==> config.mk <==
export PLATFORM = sky130hd
export DESIGN_NAME = circular_deque
export DESIGN_NICKNAME = d
export VERILOG_FILES = /design/src/cdq_pkg.sv /design/src/cdq_ram.sv /design/src/circular_deque.sv
export SDC_FILE = /design/constraint.sdc
export NUM_CORES = 1
export LEC_CHECK = 0
export CAP_MARGIN = 0
export CORE_ASPECT_RATIO = 0.8
export CORE_MARGIN = 5
export CORE_UTILIZATION = 45
export CTS_CLUSTER_SIZE = 28
export DETAILED_ROUTE_END_ITERATION = 8
export DONT_BUFFER_PORTS = 1
export PLACE_DENSITY = 0.73
export SLEW_MARGIN = 20
export SYNTH_ARGS = -nofsm -noshare
export SYNTH_HDL_FRONTEND = slang
export SYNTH_SLANG_ARGS = --single-unit
==> constraint.sdc <==
create_clock -name clock -period 4.45 [get_ports clock]
set_input_delay 0 -clock clock [delete_from_list [all_inputs] [get_ports clock]]
set_output_delay 0 -clock clock [all_outputs]
set_load 0.01 [all_outputs]
==> src/cdq_pkg.sv <==
// Package for the circular deque: default sizes, operation codes and the
// controller state type. No dependencies.
package cdq_pkg;

   localparam int DEPTH_DEF     = 16;
   localparam int WORD_BITS_DEF = 32;

   // Width of every word on the request and response ports.
   localparam int PORT_BITS = 32;

   typedef enum logic [1:0] {
      MODE_PUSH_FRONT = 2'd0,
      MODE_PUSH_REAR  = 2'd1,
      MODE_POP_FRONT  = 2'd2,
      MODE_POP_REAR   = 2'd3
   } mode_type;

   typedef enum logic {
      ST_IDLE = 1'b0,
      ST_READ = 1'b1
   } state_type;

endpackage

==> src/cdq_ram.sv <==
// Generic single-clock RAM with one write port and one registered read port.
// Depends on nothing.
module cdq_ram #(
   parameter int WIDTH = 32,
   parameter int DEPTH = 16
) (
   input  logic                     clock,
   input  logic                     wr_en,
   input  logic [$clog2(DEPTH)-1:0] wr_addr,
   input  logic [WIDTH-1:0]         wr_data,
   input  logic                     rd_en,
   input  logic [$clog2(DEPTH)-1:0] rd_addr,
   output logic [WIDTH-1:0]         rd_data
);

   logic [WIDTH-1:0] mem_ff [DEPTH];
   logic [WIDTH-1:0] rd_data_ff;

   always_ff @(posedge clock) begin
      if (wr_en) begin
         mem_ff[wr_addr] <= wr_data;
      end
      if (rd_en) begin
         rd_data_ff <= mem_ff[rd_addr];
      end
   end

   assign rd_data = rd_data_ff;

endmodule

==> src/circular_deque.sv <==
// Circular deque: push and pop at either end of a ring of DEPTH words.
// A push, a failed operation or a pop that empties the deque gives its
// response in the cycle after the transfer; any other pop first reads the
// ring RAM through its single registered read port in the read state, and no
// new request is taken until its response is loaded or while one is held.
// Synchronous reset empties the deque; the RAM contents are not cleared.
module circular_deque
   import cdq_pkg::*;
#(
   parameter int DEPTH     = DEPTH_DEF,
   parameter int WORD_BITS = WORD_BITS_DEF,
   localparam int ADDR_BITS = $clog2(DEPTH),
   localparam int CNT_BITS  = $clog2(DEPTH + 1)
) (
   input  logic                        clock,
   input  logic                        reset,
   input  logic                        req_valid,
   output logic                        req_ready,
   input  logic [1:0]                  req_mode,
   input  logic signed [PORT_BITS-1:0] req_push_value,
   output logic                        rsp_valid,
   input  logic                        rsp_ready,
   output logic                        rsp_ok,
   output logic signed [PORT_BITS-1:0] rsp_pop_value,
   output logic                        rsp_is_empty,
   output logic [CNT_BITS-1:0]         rsp_occupancy,
   output logic signed [PORT_BITS-1:0] rsp_front_value
);

   localparam logic [ADDR_BITS-1:0] LAST_ADDR = ADDR_BITS'(DEPTH - 1);
   localparam logic [ADDR_BITS-1:0] ONE_ADDR  = ADDR_BITS'(1);
   localparam logic [CNT_BITS-1:0]  FULL_CNT  = CNT_BITS'(DEPTH);
   localparam logic [CNT_BITS-1:0]  ONE_CNT   = CNT_BITS'(1);
   localparam logic signed [PORT_BITS-1:0] NONE_WORD = -PORT_BITS'(1);

   state_type state_ff, state_in;
   logic [ADDR_BITS-1:0] head_ff, head_in, tail_ff, tail_in;
   logic [CNT_BITS-1:0]  count_ff, count_in;
   logic signed [WORD_BITS-1:0] front_ff, front_in;
   logic pend_front_ff, pend_front_in;

   logic rsp_valid_ff, rsp_valid_in;
   logic rsp_ok_ff, rsp_ok_in;
   logic signed [PORT_BITS-1:0] rsp_pop_ff, rsp_pop_in;
   logic rsp_empty_ff, rsp_empty_in;
   logic [CNT_BITS-1:0] rsp_occ_ff, rsp_occ_in;
   logic signed [PORT_BITS-1:0] rsp_front_ff, rsp_front_in;

   logic                   ram_wr_en, ram_rd_en;
   logic [ADDR_BITS-1:0]   ram_wr_addr, ram_rd_addr;
   logic [WORD_BITS-1:0]   ram_wr_data, ram_rd_data;

   logic accept, rsp_load;
   logic [ADDR_BITS-1:0] head_up, head_dn, tail_up, tail_dn;
   logic signed [WORD_BITS-1:0] push_word, rd_word;
   logic signed [PORT_BITS-1:0] front_port, rd_port, push_port, front_now;
   mode_type mode;

   cdq_ram #(
      .WIDTH (WORD_BITS),
      .DEPTH (DEPTH)
   ) u_ram (
      .clock   (clock),
      .wr_en   (ram_wr_en),
      .wr_addr (ram_wr_addr),
      .wr_data (ram_wr_data),
      .rd_en   (ram_rd_en),
      .rd_addr (ram_rd_addr),
      .rd_data (ram_rd_data)
   );

   assign mode       = mode_type'(req_mode);
   assign head_up    = (head_ff == LAST_ADDR) ? '0 : head_ff + ONE_ADDR;
   assign head_dn    = (head_ff == '0) ? LAST_ADDR : head_ff - ONE_ADDR;
   assign tail_up    = (tail_ff == LAST_ADDR) ? '0 : tail_ff + ONE_ADDR;
   assign tail_dn    = (tail_ff == '0) ? LAST_ADDR : tail_ff - ONE_ADDR;
   assign push_word  = WORD_BITS'(req_push_value);
   assign rd_word    = ram_rd_data;
   assign front_port = PORT_BITS'(front_ff);
   assign rd_port    = PORT_BITS'(rd_word);
   assign push_port  = PORT_BITS'(push_word);
   assign front_now  = (count_ff == '0) ? NONE_WORD : front_port;

   // The response register must be free (or emptied this cycle) before a new
   // transfer, so a read started here always finds it free in the read state.
   assign req_ready = (state_ff == ST_IDLE) && (!rsp_valid_ff || rsp_ready);
   assign accept    = req_valid && req_ready;

   always_comb begin
      state_in      = state_ff;
      head_in       = head_ff;
      tail_in       = tail_ff;
      count_in      = count_ff;
      front_in      = front_ff;
      pend_front_in = pend_front_ff;
      ram_wr_en     = 1'b0;
      ram_wr_addr   = tail_ff;
      ram_wr_data   = push_word;
      ram_rd_en     = 1'b0;
      ram_rd_addr   = head_up;
      rsp_load      = 1'b0;
      rsp_ok_in     = 1'b0;
      rsp_pop_in    = NONE_WORD;
      rsp_empty_in  = (count_ff == '0);
      rsp_occ_in    = count_ff;
      rsp_front_in  = front_now;

      case (state_ff)
         ST_IDLE: begin
            if (accept) begin
               rsp_load = 1'b1;
               case (mode)
                  MODE_PUSH_FRONT: begin
                     if (count_ff != FULL_CNT) begin
                        ram_wr_en    = 1'b1;
                        ram_wr_addr  = head_dn;
                        head_in      = head_dn;
                        count_in     = count_ff + ONE_CNT;
                        front_in     = push_word;
                        rsp_ok_in    = 1'b1;
                        rsp_empty_in = 1'b0;
                        rsp_occ_in   = count_ff + ONE_CNT;
                        rsp_front_in = push_port;
                     end
                  end
                  MODE_PUSH_REAR: begin
                     if (count_ff != FULL_CNT) begin
                        ram_wr_en    = 1'b1;
                        ram_wr_addr  = tail_ff;
                        tail_in      = tail_up;
                        count_in     = count_ff + ONE_CNT;
                        rsp_ok_in    = 1'b1;
                        rsp_empty_in = 1'b0;
                        rsp_occ_in   = count_ff + ONE_CNT;
                        if (count_ff == '0) begin
                           front_in     = push_word;
                           rsp_front_in = push_port;
                        end
                     end
                  end
                  MODE_POP_FRONT: begin
                     if (count_ff != '0) begin
                        head_in  = head_up;
                        count_in = count_ff - ONE_CNT;
                        if (count_ff == ONE_CNT) begin
                           rsp_ok_in    = 1'b1;
                           rsp_pop_in   = front_port;
                           rsp_empty_in = 1'b1;
                           rsp_occ_in   = '0;
                           rsp_front_in = NONE_WORD;
                        end else begin
                           // The new front word has to come out of the RAM.
                           rsp_load      = 1'b0;
                           ram_rd_en     = 1'b1;
                           ram_rd_addr   = head_up;
                           pend_front_in = 1'b1;
                           state_in      = ST_READ;
                        end
                     end
                  end
                  MODE_POP_REAR: begin
                     if (count_ff != '0) begin
                        tail_in  = tail_dn;
                        count_in = count_ff - ONE_CNT;
                        if (count_ff == ONE_CNT) begin
                           // The only word is the front word as well.
                           rsp_ok_in    = 1'b1;
                           rsp_pop_in   = front_port;
                           rsp_empty_in = 1'b1;
                           rsp_occ_in   = '0;
                           rsp_front_in = NONE_WORD;
                        end else begin
                           rsp_load      = 1'b0;
                           ram_rd_en     = 1'b1;
                           ram_rd_addr   = tail_dn;
                           pend_front_in = 1'b0;
                           state_in      = ST_READ;
                        end
                     end
                  end
                  default: begin
                     rsp_load = 1'b1;
                  end
               endcase
            end
         end
         ST_READ: begin
            // Pops that reach this state leave at least one word behind.
            rsp_load     = 1'b1;
            rsp_ok_in    = 1'b1;
            rsp_empty_in = 1'b0;
            rsp_occ_in   = count_ff;
            if (pend_front_ff) begin
               front_in     = rd_word;
               rsp_pop_in   = front_port;
               rsp_front_in = rd_port;
            end else begin
               rsp_pop_in   = rd_port;
               rsp_front_in = front_port;
            end
            state_in = ST_IDLE;
         end
         default: begin
            state_in = ST_IDLE;
         end
      endcase

      if (rsp_load) begin
         rsp_valid_in = 1'b1;
      end else if (rsp_ready) begin
         rsp_valid_in = 1'b0;
      end else begin
         rsp_valid_in = rsp_valid_ff;
      end
   end

   always_ff @(posedge clock) begin
      if (reset) begin
         state_ff      <= ST_IDLE;
         head_ff       <= '0;
         tail_ff       <= '0;
         count_ff      <= '0;
         pend_front_ff <= 1'b0;
         rsp_valid_ff  <= 1'b0;
      end else begin
         state_ff      <= state_in;
         head_ff       <= head_in;
         tail_ff       <= tail_in;
         count_ff      <= count_in;
         pend_front_ff <= pend_front_in;
         rsp_valid_ff  <= rsp_valid_in;
      end
   end

   always_ff @(posedge clock) begin
      front_ff <= front_in;
      if (rsp_load) begin
         rsp_ok_ff    <= rsp_ok_in;
         rsp_pop_ff   <= rsp_pop_in;
         rsp_empty_ff <= rsp_empty_in;
         rsp_occ_ff   <= rsp_occ_in;
         rsp_front_ff <= rsp_front_in;
      end
   end

   assign rsp_valid       = rsp_valid_ff;
   assign rsp_ok          = rsp_ok_ff;
   assign rsp_pop_value   = rsp_pop_ff;
   assign rsp_is_empty    = rsp_empty_ff;
   assign rsp_occupancy   = rsp_occ_ff;
   assign rsp_front_value = rsp_front_ff;

   a_count_bound: assert property (@(posedge clock) disable iff (reset)
      count_ff <= FULL_CNT)
      else $error("deque count exceeds its depth");

   a_empty_ptrs: assert property (@(posedge clock) disable iff (reset)
      (count_ff == '0) |-> (head_ff == tail_ff))
      else $error("empty deque with head and tail apart");

   a_read_slot_free: assert property (@(posedge clock) disable iff (reset)
      (state_ff == ST_READ) |-> !rsp_valid_ff)
      else $error("response register busy when read data returns");

   a_no_rw_overlap: assert property (@(posedge clock) disable iff (reset)
      !(ram_wr_en && ram_rd_en))
      else $error("ring RAM written and read in one cycle");

   a_read_follows: assert property (@(posedge clock) disable iff (reset)
      ram_rd_en |=> (state_ff == ST_READ))
      else $error("RAM read issued without a read state after it");

endmodule

# After elaboration in Yosys (flattened, before gate mapping)
# Memory sizes are Yosys's and may differ from the RTL's. A register that Yosys moved wholly into a read port is not among the register bits.
# Cells that the tools add are included.
# classes
eq_ne	19
mux	83
addsub	6
reduce_logical	20
bitwise	1
# ops
operator	count
$mux W32	17
$pmux W32 S2	4
$pmux W32 S3	1
$mux W4	17
$pmux W5 S2	3
$mux W1	27
$mux W5	5
$pmux W4 S2	2
$reduce_and A5 Y1	3
$ne A2 B2 Y1 const B	7
$pmux W1 S2	7
$ne A3 B3 Y1 const B	3
$add A4 B1 Y4 const B	2
$eq A4 B4 Y1 const B	2
$logic_not A4 Y1	2
$reduce_bool A2 Y1	4
$sub A4 B1 Y4 const B	2
$reduce_and A7 Y1	1
$add A5 B1 Y5 const B	1
$eq A5 B1 Y1 const B	1
$logic_not A5 Y1	1
$ne A5 B5 Y1 const B	1
$reduce_bool A5 Y1	1
$sub A5 B1 Y5 const B	1
other kinds (11)	14
# totals
n_memories	1
mem_bits_rw	512
ff_bits	119
input_bits	38
# mem_list
name	depth	word_bits	rd	rd_ports_with_merged_regs	wr	line_no	text
u_ram.mem_ff	16	32	1	1	1	cdq_ram.sv:16	logic [WIDTH-1:0] mem_ff [DEPTH];

# Logic depth before layout (Yosys ltp)
# Gate-level depths: netlist of run 1.
# depth
ltp_word	8
mapped_depth	11
depth_no_buf	8

# By module
# Synthesis of run 1 repeated with hierarchy kept, for this count alone.
# hier_totals
hier_cells	1470
hier_area_um2	26817.0
# by_module_without_submodules
module	instances	area_per_inst_um2	cells_each	seq_area_each_um2
cdq_ram	1	20155.6	838	16335.7
circular_deque	1	6661.4	632	3413.3

# Worst setup path before layout of run 1
# No wires, ideal clock.
# synth_path
kind	register to register
from	register count_ff[0]
to	memory u_ram.mem_ff[10][0] (enable)
stages_incl_launch_ff	11
t_arrival_ns	4.464
slack_ns	-0.475
period_less_slack_ns	4.925
path_cell_list	dfxtp_1 > clkbuf_1 > inv_1 > ha_1 > nor3b_1 > and2_1 > clkbuf_1 > or4_1 > buf_2 > o21a_1 > nor3_1
# synth_via
elab_chain_cells	7
# synth_rtl
element	line_no	text
from (decl)	circular_deque.sv:38	logic [CNT_BITS-1:0] count_ff, count_in;
from (signal assigned)	circular_deque.sv:229	count_ff <= count_in;
$ne A5 B5 Y1 (*)	circular_deque.sv:114, circular_deque.sv:127	
$mux W1	circular_deque.sv:114, circular_deque.sv:127	
$mux W1	--	
$mux W1	circular_deque.sv:110	if (accept) begin
$mux W1	circular_deque.sv:108	case (state_ff)
$mux W1	cdq_ram.sv:20	if (wr_en) begin
$mux W1 (implied by the code)	cdq_ram.sv:21	mem_ff[wr_addr] <= wr_data;
to (decl)	cdq_ram.sv:16	
# Every way passes the cells marked *; elsewhere a longest branch is shown, timed or not.

# Worst setup path in the final report of run 1
# layout_path
from	register count_ff[0]
to	register u_ram.rd_data_ff[9] (netlist: u_ram.rd_data[9]) (read register of u_ram.mem_ff), data pin
# layout_via
elab_chain_cells	6
# layout_rtl
element	line_no	text
$eq A5 B1 Y1	circular_deque.sv:145, circular_deque.sv:165	
$mux W4 / $mux W1 (equally long branches)	circular_deque.sv:165, circular_deque.sv:145	
$mux W4 / $mux W1 (equally long branches)	circular_deque.sv:162	if (count_ff != '0) begin
$mux W4 / $mux W1 (equally long branches)	--	
$mux W4 / $mux W1 (equally long branches)	circular_deque.sv:110	
$mux W4 / $mux W1 (equally long branches)	circular_deque.sv:108	
to (decl)	cdq_ram.sv:17	logic [WIDTH-1:0] rd_data_ff;
# Parallel ways exist; a longest one is shown, timed or not.
# A chain may end at the register's enable or synchronous reset.

==> run summary, run 1 <==
number of iterations in the first detailed-routing pass: 5
Crit. End Element: register
clock latency on the worst-skew pair: 0.60 ns
Peak Freq: 264 MHz
H-tree levels: 3
total CTS buffers: 66
# nets final: 1809
Worst Path Required: 4.77 ns
hold-fix buffers at CTS: 40
Yosys top cell area share: 0.621
pwr dens: 494 nW/um^2
main area contributors after synthesis: edfxtp_1 62%, mux4_2 18%, mux2i_1 6.2%
per-cell routed wire length: 28.6 um
TNS Setup: 0 ns
Root Driver: clkbuf_16
worst setup path startpoint: count_ff[0]
post-layout min period: 3.79 ns
row cnt: 86
Final Util: 0.511
Final setup viols: 0
Final Hold Fails: 0
synthesized instance count: 1729
CP Max Fanout: 67
Syn Nets: 1775
routability congestion estimate: 0.842
clock edge transition at the registers on the reported setup and hold paths: 0.06 ns
initial antenna violation count: 9
RSZ-0062 raised after global routing: no
# IOs: 111
number of synthesized register bits: 663
# DRC: 0
Detailed Place HPWL: 45200 um
number of nets with antenna violations after routing: 0
critical register-to-register path startpoint: count_ff[0]
Post-synth top cells: 647 x edfxtp_1, 256 x mux4_2, 193 x mux2i_1
vias: 17700
Yosys cell types: 62
Slew @ Worst Pin: 1.13 ns
count of pins over their slew limit: 0
share of cells above drive strength 1: 0.279
Die H: 246 um
asr flop ratio synth: 0
Vias/cell: 6.47
Area Growth Syn to Fin: 12.5%
gr ovfl total: 0
status: finished clean
postcts setup bufs: 0
Max clock buf depth: 3
crit path DAT: 4.12 ns
port bufs: 0
mapped cell area: 31300 um^2
overall die area: 74900 um^2
WHS Path Cells: 3
worst hold path class: in2reg
Synth Area per Inst: 18.1 um^2
Initial Util: 0.454
CP Class: reg2reg
Post-Route Skew: 0.0287 ns
clock sink total: 663
Post-synth EDFFs: 647
CTS tree: done
max-cap violation count: 0
pin count of the biggest net entering global routing: 130
first-pass GRT wire length: 117000 um
cells on worst reg2reg path: 9
1st-iter DRT viols: 2086
Final period util: 0.853
core area: 68900 um^2
GR Util All Layers: 0.206
cell with the most instances after synthesis: edfxtp_1
Worst slew margin: 0.248
vias in the first global route: 17800
hold path start: req_mode[0]
startpoint types: register
post-CTS sizing: 0
top_reg_cell synth: edfxtp_1
Syn. warnings: 0
LEAKAGE: 0.0109 uW
die width: 305 um
Final Cell Area: 35200 um^2
drt total wl: 78400 um
register area share after synthesis: 0.631
DP Area: 32700 um^2
leading area contributor after synthesis: edfxtp_1
Max IR drop VDD: 0.298 mV
cell families after synthesis:
| family | synth area share |
|---|---|
| flip-flops | 0.631 |
| multiplexers | 0.271 |
| AO/OA/AOI/OAI | 0.0411 |
| buffers and inverters | 0.0254 |
| AND/OR/NAND/NOR | 0.0253 |
| XOR/XNOR | 0.00280 |
| adder cells (fa/ha/maj) | 0.00320 |
registers in the layout (all words and copies together), names as in the netlist, 4 cells and up:
| signal | cells |
|---|---|
| u_ram.mem_ff | 512 |
| front_ff | 32 |
| rsp_front_value | 32 |
| rsp_pop_value | 32 |
| u_ram.rd_data | 32 |
| count_ff | 5 |
| rsp_occupancy | 5 |
| head_ff | 4 |
| tail_ff | 4 |
final timing paths:
kind	slack, ns	end
setup reg to reg	0.66	u_ram.rd_data[9]
setup / recovery	0.66	u_ram.rd_data[9]
hold / removal	0.06	u_ram.mem_ff[0][18]
hold reg to reg	0.57	rsp_pop_value[19]
critical path, cell delays in order, from the launching register on:
cell,delay (ns)
dfxtp_1,0.52
inv_1,0.15
ha_1,0.29
o21ai_1,0.40
nor3b_4,0.33
buf_4,0.46
buf_12,0.47
mux2i_1,0.35
mux2i_1,0.12
mux2_1,0.30
where the power goes:
group	internal, uW	switching [uW]
sequential	7400	319
combinational	1860	2300
clock	3140	2350
metal layers:
metal / GRT usage / share of wire / wire length, um / vias up
met4: 0.0428 / 0.017 / 1370 / 6
met3: 0.0586 / 0.11 / 8930 / 114
li1: - / - / - / 7286
met5: 0 / 0.00042 / 33 / -
met2: 0.308 / 0.45 / 35200 / 999
met1: 0.306 / 0.42 / 32800 / 9344
per-stage QoR:
| step | hold slack [ns] | std cells | setup WS (ns) | power, uW |
|---|---|---|---|---|
| finish | 0.0637 | 2742 | 0.656 | 17400 |
| global route | 0.0714 | 2738 | 0.474 | 18100 |
| CTS | 0.0323 | 2737 | 0.750 | 17500 |
| detailed placement | 0.0808 | 2579 | 0.792 | 11900 |
| global placement | 0.0745 | 2579 | 0.911 | 11800 |
| floorplan | 0.0716 | 1729 | -0.475 | 10700 |
layout make-up:
cell class | instances | area, um^2
fill | 5420 | 33700
sequential | 663 | 19800
multi-input combinational | 892 | 11000
clock buffer | 79 | 1770
tap | 924 | 1160
timing repair buffer | 95 | 1030
clock inverter | 39 | 329
inverter | 45 | 169
antenna | 5 | 12.5
layout by cell type (no fill, tap or decap), types with 38 or more instances in the layout:
master / n
buf_4: 38
clkbuf_16: 69
dlygate4sd3_1: 40
edfxtp_1: 647
inv_1: 40
mux2_2: 53
mux2i_1: 192
mux4_2: 256
nand2_1: 55
nor2_1: 52
o21ai_0: 45
Note: power is estimated with default switching activity, not from simulation.
==> inputs of run 2 (changes only) <==
- CORE_UTILIZATION: 45 -> 58
- PLACE_DENSITY: 0.73 -> 0.87
==> run summary, run 2 (same netlist as run 1, synthesis figures left out) <==
max FFs per register: 512
RSZ-0062 raised after global routing: no
hold-fix buffers at CTS: 40
clock sink total: 663
first-pass GRT wire length: 121000 um
Biggest register: u_ram.mem_ff
gr ovfl total: 0
commonest non-fill, non-tap cell in the layout: edfxtp_1
per-cell routed wire length: 32.2 um
Worst Path Required: 4.77 ns
postcts setup bufs: 0
Crit. End Element: register
Final Util: 0.650
max-cap violation count: 0
Area Growth Syn to Fin: 11.4%
total CTS buffers: 61
pin count of the biggest net entering global routing: 72
Initial Util: 0.583
clock latency on the worst-skew pair: 0.63 ns
CTS tree: done
worst setup margin: 0.614 ns
# IOs: 111
H-tree levels: 2
port bufs: 0
CP Max Fanout: 24
LEAKAGE: 0.0109 uW
share of cells above drive strength 1: 0.277
drt total wl: 81200 um
status: finished clean
Slew @ Worst Pin: 1.17 ns
WHS: 0.0444 ns
vias in the first global route: 18800
Post-Route Skew: 0.0208 ns
commonest cells after routing, fill and taps aside: 647 x edfxtp_1, 256 x mux4_2, 192 x mux2i_1
count of pins over their slew limit: 0
routability congestion estimate: 0.849
row cnt: 76
post-CTS sizing: 0
Detailed Place HPWL: 45400 um
CP Class: reg2reg
number of iterations in the first detailed-routing pass: 6
Final Hold Fails: 0
die width: 270 um
1st-iter DRT viols: 2736
# nets final: 1811
startpoint types: register
vias: 18500
overall die area: 58700 um^2
crit path DAT: 4.15 ns
Worst slew margin: 0.216
Root Driver: clkbuf_16
initial antenna violation count: 6
Peak Freq: 261 MHz
Max IR drop VDD: 0.315 mV
# DRC: 0
total power: 17400 uW
Post-Place Setup Slack: 0.772 ns
Die H: 218 um
Max clock buf depth: 3
post-layout min period: 3.84 ns
core area: 53600 um^2
Vias/cell: 7.35
clock edge transition at the registers on the reported setup and hold paths: 0.07 ns
Final period util: 0.862
worst hold path class: in2reg
Final setup viols: 0
GR Util All Layers: 0.273
number of nets with antenna violations after routing: 0
pwr dens: 498 nW/um^2
-- run 2: cell types whose count changed in the layout (fill, tap and decap cells not counted), moves of 2 or more --
cell	before	now
bufinv_16	5	9
clkinv_1	12	14
diode_2	5	2
clkbuf_1	9	12
inv_6	2	0
buf_4	38	46
clkbuf_16	69	61
-- run 2: cell type report --
type,count,area [um^2]
antenna,2,5.00
clock buffer,73,1570
clock inverter,40,418
fill,3401,18800
inverter,45,169
multi-input combinational,892,11000
sequential,663,19800
tap,702,878
timing repair buffer,102,1070
-- run 2: critical path: stages, from the launching register on --
cell     delay [ns]
dfxtp_1        0.54
inv_1          0.16
ha_1           0.31
nor3b_1        0.22
and2_1         0.29
or4_1          0.60
nand2_1        0.19
o21ai_2        0.24
nor3_4         0.64
buf_12         0.29
-- run 2: routing by layer --
layer  vias to the layer above  part of all wire  track usage
li1                       7272                 -            -
met1                      9447              0.36        0.376
met2                      1567              0.46        0.428
met3                       230              0.14       0.0829
met4                         2             0.035       0.0897
met5                         -           0.00015            0
-- run 2: power breakdown --
group / switching [uW] / internal [uW]
Clock: 2280 / 3030
Combinational: 2460 / 1860
Sequential: 322 / 7400
-- run 2: path summary, 6_finish.rpt --
check             depth (start not counted)              start              endpoint  slack, ns
setup / recovery                          9        count_ff[0]  u_ram.mem_ff[12][10]       0.61
hold / removal                            5        req_mode[0]   rsp_front_value[30]       0.04
setup reg to reg                          9        count_ff[0]  u_ram.mem_ff[12][10]       0.61
hold reg to reg                           1  u_ram.rd_data[27]     rsp_pop_value[27]       0.56
-- run 2: per-stage QoR --
step | area (um^2) | setup TNS [ns] | instances
floorplan | 31300 | -151.84 | 1729
global placement | 32400 | 0 | 2364
detailed placement | 32400 | 0 | 2364
CTS | 34800 | 0 | 2517
global route | 34800 | 0 | 2518
finish | 34800 | 0 | 2519
